===== config.mk =====
export PLATFORM = sky130hd
export DESIGN_NAME = sorted_set_merge_operations_core
export DESIGN_NICKNAME = d
export VERILOG_FILES = /design/src/hdl/ssm_pkg.sv /design/src/hdl/sorted_set_merge_operations_core.sv /design/src/hdl/ssm_list_ram.sv /design/src/hdl/ssm_out_stage.sv /design/src/hdl/ssm_engine.sv
export SDC_FILE = /design/constraint.sdc
export NUM_CORES = 2
export LEC_CHECK = 0
export BUFFER_PORTS_ARGS = -buffer_cell sky130_fd_sc_hd__buf_2
export CORE_UTILIZATION = 40
export DETAILED_ROUTE_END_ITERATION = 8
export PLACE_DENSITY = 0.67
export SLEW_MARGIN = 20
export SYNTH_ARGS = -nofsm -noshare
export SYNTH_HDL_FRONTEND = slang
export SYNTH_HIERARCHICAL = 1
export SYNTH_SLANG_ARGS = --single-unit

===== constraint.sdc =====
create_clock -name clock -period 7 [get_ports clock]
set_clock_uncertainty 0.1 [all_clocks]
set_input_delay 0.7 -clock clock [delete_from_list [all_inputs] [get_ports clock]]
set_output_delay 0.7 -clock clock [all_outputs]
set_load 0.05 [all_outputs]

===== src/hdl/ssm_pkg.sv =====
// shared constants, codes and interface types of the sorted set merge core
`default_nettype none
package ssm_pkg;

   localparam int MAX_ELEMENTS = 16;
   localparam int RESULT_CAP   = 32;
   localparam int WORK_DEPTH   = 2 * MAX_ELEMENTS;
   localparam int VALUE_W      = 32;
   localparam int CW           = $clog2(MAX_ELEMENTS + 1);
   localparam int AW           = (WORK_DEPTH > 2) ? $clog2(WORK_DEPTH) : 1;
   localparam int RAM_DEPTH    = 1 << AW;
   localparam int NMAX         = (RESULT_CAP > WORK_DEPTH) ? RESULT_CAP : WORK_DEPTH;
   localparam int NW           = $clog2(NMAX + 1);

   localparam logic [2:0] OP_UNION = 3'd0;
   localparam logic [2:0] OP_INTER = 3'd1;
   localparam logic [2:0] OP_A_B   = 3'd2;
   localparam logic [2:0] OP_SYM   = 3'd3;
   localparam logic [2:0] OP_B_A   = 3'd4;

   localparam logic [1:0] MODE_LOAD_A = 2'd0;
   localparam logic [1:0] MODE_LOAD_B = 2'd1;
   localparam logic [1:0] MODE_RUN    = 2'd2;

   typedef struct packed {
      logic               we;
      logic [AW-1:0]      waddr;
      logic [VALUE_W-1:0] wdata;
      logic [AW-1:0]      raddr;
   } ram_req_type;

   typedef struct packed {
      logic               valid;
      logic [VALUE_W-1:0] value;
      logic               last;
      logic               empty;
      logic               overflowed;
   } push_type;

endpackage
`default_nettype wire


===== src/hdl/sorted_set_merge_operations_core.sv =====
// top level of the sorted set merge core: csr, list memories, engine, output
//
// Requests with mode 0 or 1 append one value to list A or B and are taken one
// per cycle; a full list drops the value and sets the sticky overflow flag.
// A run request merge-walks both lists, one step per cycle unless the output
// register is full, where a step emits or skips list heads; each list memory
// has one read port, so one head of each list is fetched per cycle. Symmetric
// difference makes three walks: A minus B and B minus A into the upper
// halves of the list memories, then their union. Each result is held in a
// pending register until the next is emitted, so that the final one can
// carry last; an empty result gives a single response with empty_res set.
// Requests are stalled from a run until its final response sits in the
// output register. Both lists are empty after a run. The user must write
// the operation register only while no run is in flight; it is not enforced.
`default_nettype none
module sorted_set_merge_operations_core
   import ssm_pkg::*;
(
   input  wire logic                        clock,
   input  wire logic                        reset,
   input  wire logic                        req_valid,
   output logic                             req_stall,
   input  wire logic [1:0]                  req_mode,
   input  wire logic signed [VALUE_W-1:0]   req_value,
   output logic                             rsp_valid,
   input  wire logic                        rsp_stall,
   output logic signed [VALUE_W-1:0]        rsp_result_value,
   output logic                             rsp_last,
   output logic                             rsp_empty_res,
   output logic                             rsp_overflowed,
   input  wire logic                        csr_wr_en,
   input  wire logic [2:0]                  csr_wr_data
);

   logic [2:0]         operation_ff, operation_in;
   ram_req_type        ram_a, ram_b;
   logic [VALUE_W-1:0] rd_a, rd_b;
   push_type           push;
   logic               out_free;

   always_comb begin
      operation_in = operation_ff;
      if (csr_wr_en) begin
         operation_in = csr_wr_data;
      end
   end

   always_ff @(posedge clock) begin
      if (reset) begin
         operation_ff <= OP_UNION;
      end else begin
         operation_ff <= operation_in;
      end
   end

   ssm_list_ram u_ram_a (
      .clock   (clock),
      .ram_req (ram_a),
      .rd_data (rd_a)
   );

   ssm_list_ram u_ram_b (
      .clock   (clock),
      .ram_req (ram_b),
      .rd_data (rd_b)
   );

   ssm_engine u_engine (
      .clock     (clock),
      .reset     (reset),
      .req_valid (req_valid),
      .req_stall (req_stall),
      .req_mode  (req_mode),
      .req_value (req_value),
      .operation (operation_ff),
      .ram_a     (ram_a),
      .ram_b     (ram_b),
      .rd_a      (rd_a),
      .rd_b      (rd_b),
      .push      (push),
      .out_free  (out_free)
   );

   ssm_out_stage u_out (
      .clock            (clock),
      .reset            (reset),
      .push             (push),
      .out_free         (out_free),
      .rsp_valid        (rsp_valid),
      .rsp_stall        (rsp_stall),
      .rsp_result_value (rsp_result_value),
      .rsp_last         (rsp_last),
      .rsp_empty_res    (rsp_empty_res),
      .rsp_overflowed   (rsp_overflowed)
   );

   // an empty result is always the final one
   a_empty_is_last: assert property (@(posedge clock) disable iff (reset)
      rsp_valid && rsp_empty_res |-> rsp_last)
      else $error("empty response without last");

   // a run holds off further requests
   a_run_busy: assert property (@(posedge clock) disable iff (reset)
      req_valid && !req_stall && req_mode == MODE_RUN |=> req_stall)
      else $error("request taken during a run");

   // loads never make the block busy
   a_load_free: assert property (@(posedge clock) disable iff (reset)
      req_valid && !req_stall && (req_mode == MODE_LOAD_A || req_mode == MODE_LOAD_B)
      |=> !req_stall)
      else $error("stall after a load");

   // a response only appears after a run started
   a_rsp_from_run: assert property (@(posedge clock) disable iff (reset)
      $rose(rsp_valid) |-> $past(req_stall))
      else $error("response without a run");

endmodule
`default_nettype wire


===== src/hdl/ssm_list_ram.sv =====
// list memory: one write port, one registered read port
`default_nettype none
module ssm_list_ram
   import ssm_pkg::*;
(
   input  wire logic               clock,
   input  wire ram_req_type        ram_req,
   output logic [VALUE_W-1:0]      rd_data
);

   logic [VALUE_W-1:0] mem_ff [RAM_DEPTH];
   logic [VALUE_W-1:0] rd_data_ff;

   always_ff @(posedge clock) begin
      if (ram_req.we) begin
         mem_ff[ram_req.waddr] <= ram_req.wdata;
      end
      rd_data_ff <= mem_ff[ram_req.raddr];
   end

   assign rd_data = rd_data_ff;

endmodule
`default_nettype wire


===== src/hdl/ssm_out_stage.sv =====
// response output register between the merge engine and the response channel
`default_nettype none
module ssm_out_stage
   import ssm_pkg::*;
(
   input  wire logic                 clock,
   input  wire logic                 reset,
   input  wire push_type             push,
   output logic                      out_free,
   output logic                      rsp_valid,
   input  wire logic                 rsp_stall,
   output logic signed [VALUE_W-1:0] rsp_result_value,
   output logic                      rsp_last,
   output logic                      rsp_empty_res,
   output logic                      rsp_overflowed
);

   logic               valid_ff, valid_in;
   logic [VALUE_W-1:0] value_ff;
   logic               last_ff;
   logic               empty_ff;
   logic               ovf_ff;

   assign out_free = !valid_ff || !rsp_stall;

   always_comb begin
      valid_in = valid_ff;
      if (push.valid) begin
         valid_in = 1'b1;
      end else if (!rsp_stall) begin
         valid_in = 1'b0;
      end
   end

   always_ff @(posedge clock) begin
      if (reset) begin
         valid_ff <= 1'b0;
      end else begin
         valid_ff <= valid_in;
      end
   end

   always_ff @(posedge clock) begin
      if (push.valid) begin
         value_ff <= push.value;
         last_ff  <= push.last;
         empty_ff <= push.empty;
         ovf_ff   <= push.overflowed;
      end
   end

   assign rsp_valid        = valid_ff;
   assign rsp_result_value = value_ff;
   assign rsp_last         = last_ff;
   assign rsp_empty_res    = empty_ff;
   assign rsp_overflowed   = ovf_ff;

endmodule
`default_nettype wire


===== src/hdl/ssm_engine.sv =====
// list loading, merge walk sequencer and held result for the last flag
`default_nettype none
module ssm_engine
   import ssm_pkg::*;
(
   input  wire logic               clock,
   input  wire logic               reset,
   input  wire logic               req_valid,
   output logic                    req_stall,
   input  wire logic [1:0]         req_mode,
   input  wire logic [VALUE_W-1:0] req_value,
   input  wire logic [2:0]         operation,
   output ram_req_type             ram_a,
   output ram_req_type             ram_b,
   input  wire logic [VALUE_W-1:0] rd_a,
   input  wire logic [VALUE_W-1:0] rd_b,
   output push_type                push,
   input  wire logic               out_free
);

   typedef enum logic [2:0] {
      S_IDLE  = 3'b001,
      S_WALK  = 3'b010,
      S_FLUSH = 3'b100
   } state_type;

   typedef enum logic [1:0] {
      K_UNION = 2'd0,
      K_INTER = 2'd1,
      K_MINUS = 2'd2
   } kind_type;

   typedef enum logic [3:0] {
      P_ONLY  = 4'b0001,
      P_D1    = 4'b0010,
      P_D2    = 4'b0100,
      P_MERGE = 4'b1000
   } phase_type;

   state_type          state_ff, state_in;
   kind_type           kind_ff, kind_in;
   phase_type          phase_ff, phase_in;
   logic               swap_ff, swap_in;
   logic               base_ff, base_in;
   logic               sink_out_ff, sink_out_in;
   logic [CW-1:0]      len_x_ff, len_x_in;
   logic [CW-1:0]      len_y_ff, len_y_in;
   logic [CW-1:0]      i_ff, i_in;
   logic [CW-1:0]      j_ff, j_in;
   logic [NW-1:0]      n_ff, n_in;
   logic [CW-1:0]      nd1_ff, nd1_in;
   logic [CW-1:0]      cnt_a_ff, cnt_a_in;
   logic [CW-1:0]      cnt_b_ff, cnt_b_in;
   logic               ovf_ff, ovf_in;
   logic               pend_valid_ff, pend_valid_in;
   logic [VALUE_W-1:0] pend_ff, pend_in;

   logic               accept;
   logic [VALUE_W-1:0] hx, hy;
   logic               x_ok, y_ok, lt, eq;
   logic               emit, adv_i, adv_j, done, blocked;
   logic [VALUE_W-1:0] emit_val;
   logic [AW-1:0]      base_addr, wr_addr, addr_x, addr_y;

   assign req_stall = (state_ff != S_IDLE);
   assign accept    = req_valid && !req_stall;

   assign hx = swap_ff ? rd_b : rd_a;
   assign hy = swap_ff ? rd_a : rd_b;

   // one merge step from the current heads
   always_comb begin
      x_ok     = (i_ff < len_x_ff);
      y_ok     = (j_ff < len_y_ff);
      lt       = ($signed(hx) < $signed(hy));
      eq       = (hx == hy);
      emit     = 1'b0;
      emit_val = hx;
      adv_i    = 1'b0;
      adv_j    = 1'b0;
      done     = 1'b0;
      if (x_ok && y_ok) begin
         unique case (kind_ff)
            K_UNION: begin
               emit = 1'b1;
               if (lt) begin
                  adv_i = 1'b1;
               end else if (eq) begin
                  adv_i = 1'b1;
                  adv_j = 1'b1;
               end else begin
                  emit_val = hy;
                  adv_j    = 1'b1;
               end
            end
            K_INTER: begin
               if (eq) begin
                  emit  = 1'b1;
                  adv_i = 1'b1;
                  adv_j = 1'b1;
               end else if (lt) begin
                  adv_i = 1'b1;
               end else begin
                  adv_j = 1'b1;
               end
            end
            K_MINUS: begin
               if (lt) begin
                  emit  = 1'b1;
                  adv_i = 1'b1;
               end else if (eq) begin
                  adv_i = 1'b1;
                  adv_j = 1'b1;
               end else begin
                  adv_j = 1'b1;
               end
            end
            default: begin
               done = 1'b1;
            end
         endcase
      end else if (x_ok && kind_ff != K_INTER) begin
         emit  = 1'b1;
         adv_i = 1'b1;
      end else if (y_ok && kind_ff == K_UNION) begin
         emit     = 1'b1;
         emit_val = hy;
         adv_j    = 1'b1;
      end else begin
         done = 1'b1;
      end
      // result cap reached
      if (sink_out_ff && n_ff == NW'(RESULT_CAP)) begin
         emit  = 1'b0;
         adv_i = 1'b0;
         adv_j = 1'b0;
         done  = 1'b1;
      end
      blocked = emit && sink_out_ff && pend_valid_ff && !out_free;
   end

   always_comb begin
      state_in      = state_ff;
      kind_in       = kind_ff;
      phase_in      = phase_ff;
      swap_in       = swap_ff;
      base_in       = base_ff;
      sink_out_in   = sink_out_ff;
      len_x_in      = len_x_ff;
      len_y_in      = len_y_ff;
      i_in          = i_ff;
      j_in          = j_ff;
      n_in          = n_ff;
      nd1_in        = nd1_ff;
      cnt_a_in      = cnt_a_ff;
      cnt_b_in      = cnt_b_ff;
      ovf_in        = ovf_ff;
      pend_valid_in = pend_valid_ff;
      pend_in       = pend_ff;
      ram_a         = '0;
      ram_b         = '0;
      push          = '0;
      push.overflowed = ovf_ff;
      wr_addr       = AW'(MAX_ELEMENTS) + AW'(n_ff);

      unique case (state_ff)
         S_IDLE: begin
            if (accept) begin
               priority case (req_mode)
                  MODE_LOAD_A: begin
                     if (cnt_a_ff < CW'(MAX_ELEMENTS)) begin
                        ram_a.we    = 1'b1;
                        ram_a.waddr = AW'(cnt_a_ff);
                        ram_a.wdata = req_value;
                        cnt_a_in    = cnt_a_ff + 1'b1;
                     end else begin
                        ovf_in = 1'b1;
                     end
                  end
                  MODE_LOAD_B: begin
                     if (cnt_b_ff < CW'(MAX_ELEMENTS)) begin
                        ram_b.we    = 1'b1;
                        ram_b.waddr = AW'(cnt_b_ff);
                        ram_b.wdata = req_value;
                        cnt_b_in    = cnt_b_ff + 1'b1;
                     end else begin
                        ovf_in = 1'b1;
                     end
                  end
                  MODE_RUN: begin
                     i_in        = '0;
                     j_in        = '0;
                     n_in        = '0;
                     base_in     = 1'b0;
                     sink_out_in = 1'b1;
                     swap_in     = 1'b0;
                     len_x_in    = cnt_a_ff;
                     len_y_in    = cnt_b_ff;
                     phase_in    = P_ONLY;
                     state_in    = S_WALK;
                     priority case (operation)
                        OP_UNION: kind_in = K_UNION;
                        OP_INTER: kind_in = K_INTER;
                        OP_A_B:   kind_in = K_MINUS;
                        OP_SYM: begin
                           kind_in     = K_MINUS;
                           phase_in    = P_D1;
                           sink_out_in = 1'b0;
                        end
                        OP_B_A: begin
                           kind_in  = K_MINUS;
                           swap_in  = 1'b1;
                           len_x_in = cnt_b_ff;
                           len_y_in = cnt_a_ff;
                        end
                        default: state_in = S_FLUSH;
                     endcase
                  end
                  default: begin
                  end
               endcase
            end
         end
         S_WALK: begin
            if (done) begin
               i_in = '0;
               j_in = '0;
               n_in = '0;
               priority case (phase_ff)
                  P_D1: begin
                     phase_in = P_D2;
                     swap_in  = 1'b1;
                     len_x_in = cnt_b_ff;
                     len_y_in = cnt_a_ff;
                     nd1_in   = CW'(n_ff);
                  end
                  P_D2: begin
                     phase_in    = P_MERGE;
                     kind_in     = K_UNION;
                     swap_in     = 1'b0;
                     base_in     = 1'b1;
                     sink_out_in = 1'b1;
                     len_x_in    = nd1_ff;
                     len_y_in    = CW'(n_ff);
                  end
                  default: begin
                     n_in     = n_ff;
                     state_in = S_FLUSH;
                  end
               endcase
            end else if (!blocked) begin
               i_in = i_ff + CW'(adv_i);
               j_in = j_ff + CW'(adv_j);
               if (emit) begin
                  n_in = n_ff + 1'b1;
                  if (sink_out_ff) begin
                     if (pend_valid_ff) begin
                        push.valid = 1'b1;
                        push.value = pend_ff;
                     end
                     pend_valid_in = 1'b1;
                     pend_in       = emit_val;
                  end else if (swap_ff) begin
                     ram_b.we    = 1'b1;
                     ram_b.waddr = wr_addr;
                     ram_b.wdata = emit_val;
                  end else begin
                     ram_a.we    = 1'b1;
                     ram_a.waddr = wr_addr;
                     ram_a.wdata = emit_val;
                  end
               end
            end
         end
         S_FLUSH: begin
            if (out_free) begin
               push.valid    = 1'b1;
               push.last     = 1'b1;
               push.empty    = !pend_valid_ff;
               push.value    = pend_valid_ff ? pend_ff : '0;
               pend_valid_in = 1'b0;
               cnt_a_in      = '0;
               cnt_b_in      = '0;
               state_in      = S_IDLE;
            end
         end
         default: begin
            state_in = S_IDLE;
         end
      endcase

      // heads for the next cycle are read at the next indexes
      base_addr   = base_in ? AW'(MAX_ELEMENTS) : '0;
      addr_x      = base_addr + AW'(i_in);
      addr_y      = base_addr + AW'(j_in);
      ram_a.raddr = swap_in ? addr_y : addr_x;
      ram_b.raddr = swap_in ? addr_x : addr_y;
   end

   always_ff @(posedge clock) begin
      if (reset) begin
         state_ff      <= S_IDLE;
         cnt_a_ff      <= '0;
         cnt_b_ff      <= '0;
         ovf_ff        <= 1'b0;
         pend_valid_ff <= 1'b0;
         phase_ff      <= P_ONLY;
         kind_ff       <= K_UNION;
         swap_ff       <= 1'b0;
         base_ff       <= 1'b0;
         sink_out_ff   <= 1'b1;
         i_ff          <= '0;
         j_ff          <= '0;
         n_ff          <= '0;
         len_x_ff      <= '0;
         len_y_ff      <= '0;
      end else begin
         state_ff      <= state_in;
         cnt_a_ff      <= cnt_a_in;
         cnt_b_ff      <= cnt_b_in;
         ovf_ff        <= ovf_in;
         pend_valid_ff <= pend_valid_in;
         phase_ff      <= phase_in;
         kind_ff       <= kind_in;
         swap_ff       <= swap_in;
         base_ff       <= base_in;
         sink_out_ff   <= sink_out_in;
         i_ff          <= i_in;
         j_ff          <= j_in;
         n_ff          <= n_in;
         len_x_ff      <= len_x_in;
         len_y_ff      <= len_y_in;
      end
   end

   always_ff @(posedge clock) begin
      pend_ff <= pend_in;
      nd1_ff  <= nd1_in;
   end

endmodule
`default_nettype wire


==> metrics.cfg <==
[logic_synthesis]
ys_ff_latch = 2238
yosysTopAreaCellShare_pct = 71.3
yosysMostFrequentCell = edfxtp_1
ys_types = 77
synth_area_leaders = edfxtp_1 (71%), mux2i_1 (12%), dfxtp_1 (2.6%)
synth.avg_cell_area_um2 = 16.7
synthTopCellsByCount = edfxtp_1 (2,120), mux2i_1 (1,101), nand2_1 (238)
synth_edf_count = 2120
netlist_area_mm2 = 0.0893
ys_seq_area_share_pct = 73.9
async_flop_share_pct = 0
syn-instance-count = 5356
syn_nets = 5446
yosysWarnings = 6
synthFlopType = edfxtp_1
synth_area_leader_cell = edfxtp_1

[floorplan]
start_util_pct = 40.2
dieArea_mm2 = 0.225
core-area_mm2 = 0.222
fp.dieH_um = 475
pin_count = 79
fp.dieW_um = 475
row_count = 173

[final_layout]
fillCellCount = 18747
final_layout_size_suffix_gt1_share_pct = 14.4
multi_input_area_mm2 = 0.0220
nets = 5714
postLayoutCellArea_mm2 = 0.103
syn2layout_area_growth_pct = 15.1
regArea_mm2 = 0.0660

[grt]
grt_max_degree = 94
grt_pass1_wl_um = 329000
grt_overflow = 0
antenna_found_initial = 11
globalRouteTotalUtil_pct = 20.0
grt_pass1_vias = 48303

[timing]
slew_headroom_pct = 25.2
slew_violations = 0
fin_crit_ns = 6.65
post-route-period-util_pct = 95.0
hold_viol = 0
setup_viol = 0
grt_setup_unrepaired = yes
hold_slack_ns = 0.0593
tightest_slew_ns = 1.12
setup-tns-final_ns = 0
fmax_ghz = 0.150

[critical_path]
startpoint = u_engine/swap_ff$_SDFF_PP0_
path_class = flop to flop
end_kind = flop
critPathArrivalTime_ns = 7.25
ff2ff_setup_slack_ns = 0.35
r2r_end = u_ram_a/rd_data[31]$_DFF_P_
reg2reg_depth = 24
critPathMaxFanout = 48
critical_path_required_ns = 7.60
crit-reg2reg-launch = u_engine/swap_ff$_SDFF_PP0_
startpoint_type = flop

[detailed_routing]
ant_nets = 0
routed_via_density = 5.58
wl_um = 229000
dr.pass1.iters = 6
wl_per_cell_um = 26.0
via_count = 49113
drt_iter0_drc = 5207
drc_errors = 0

[min_path]
hold_class = input port to flop
holdPathStages = 3
whs_endpoint = operation_ff[0]$_SDFFE_PP0P_
hp-start = csr_wr_en

[cts]
cts_max_path_buffers = 3
numCtsBuffers = 219
htree_levels = 4
path_clk_slew_ns = 0.06
clock_sinks = 2238
cts_tree = yes
post-cts-setup-buffer-count = 0
root_buffer = clkbuf_16
insertion_delay_ns = 0.87

[job]
drv_cap = 0

[power_and_ir_drop]
p_per_area_mw_per_mm2 = 282
peakVddDrop_mv = 0.290
p_leak_nw = 31.7

[placed_design]
hpwlAfterDp_um = 135000
portBuffers = 78
placed_area_mm2 = 0.0954
gp_congestion = 0.893

[status]
status = completed

## timing repair
action,in CTS,in global routing
resized for setup,0,3
hold buffers,5,0
hold endpoints to repair,4,0
endpoints found under the setup margin,0,54
## area by class of cell
type,count,share of cell area (%)
Tap cell,2975,3.62
Sequential cell,2238,64.2
Multi-Input combinational cell,2761,21.4
Clock buffer,307,6.00
Antenna cell,6,0.0146
Clock inverter,106,1.11
Timing Repair Buffer,348,3.47
Inverter,56,0.204
## worst max-delay path: stages, from the launching register on
cell and delay (ns):
dfxtp_4 0.58, buf_12 0.33, mux2i_1 0.31, inv_1 0.07
ha_1 0.30, a21oi_1 0.06, o21ai_0 0.28, a221oi_1 0.19
or3_4 0.45, and4_4 0.23, o21a_4 0.20, a221oi_1 0.35
ha_1 0.26, ha_1 0.20, nand3_1 0.11, or3_1 0.32
a31oi_1 0.25, nor4_1 0.08, a31oi_1 0.23, xnor2_1 0.18
nand2b_2 0.56, buf_4 0.34, a21oi_1 0.07, a31oi_1 0.21
nand3_1 0.10
## placed cells by master, fill, tap and decap left out, types with 117 or more instances in the layout
cell          n
nand3_1     213
edfxtp_1   2120
dfxtp_1     117
clkbuf_16   221
a22oi_1     197
nand2_1     236
buf_4       174
mux2i_1    1099
a21oi_1     232
a22o_1      190
## state kept, by name, indices dropped and copies added (netlist names), 6 cells and up
name / flops
u_ram_a/mem_ff: 1024
u_ram_b/mem_ff: 1024
u_engine/pend_ff: 32
u_out/rsp_result_value: 32
u_ram_a/rd_data: 32
u_ram_b/rd_data: 32
u_engine/n_ff: 6
## where the power goes
part	internal [mW]	switching [mW]
Sequential	14.9	0.275
Clock	6.76	5.04
Combinational	0.642	1.38
## how the worst max path moves through the flow
| stage | endpoint | slack, ns | cells after the start |
|---|---|---|---|
| CTS | u_ram_b/rd_data[11]$_DFF_P_ | 0.21 | 24 |
| global route | u_ram_a/rd_data[21]$_DFF_P_ | -0.03 | 24 |
| global placement | u_ram_b/rd_data[25]$_DFF_P_ | 0.32 | 25 |
| floorplan | u_ram_b/mem_ff[17][0]$_DFFE_PP_ | 0.10 | 20 |
| detailed placement | u_ram_b/rd_data[11]$_DFF_P_ | 0.26 | 24 |
| finish | u_ram_a/rd_data[31]$_DFF_P_ | 0.35 | 24 |
## stage by stage
stage	utilization, %	setup WS (ns)	total power, mW	std cells
6_report	46.3	0.350	29.0	8797
5_1_grt	46.3	-0.0288	29.8	8793
4_1_cts	46.3	0.212	29.1	8790
3_5_place_dp	43.0	0.263	17.5	8372
3_3_place_gp	43.0	0.320	17.4	8372
2_1_floorplan	-	0.102	16.5	5356
## metal layers
layer / share of wire, % / routed length (um) / GRT usage (%) / up-vias
met5: 0 / 0 / 0 / -
met3: 6.1 / 13900 / 2.73 / 384
met2: 50 / 114000 / 34.2 / 1732
met4: 3.4 / 7680 / 6.97 / 0
met1: 41 / 93300 / 25.9 / 25331
li1: - / - / - / 21666
## kinds of logic (layout without fill, tap and decap cells)
logic type	Yosys count	after routing	share of synthesized area, %
simple gates	793	793	4.18
xor+xnor	12	12	0.118
mux	1133	1133	12.8
buf+inv	357	817	2.22
other cells	0	6	0
flops	2238	2238	73.9
fa+ha+maj	48	48	0.672
compound gates	775	775	6.09
(Power assumes the default switching activity.)
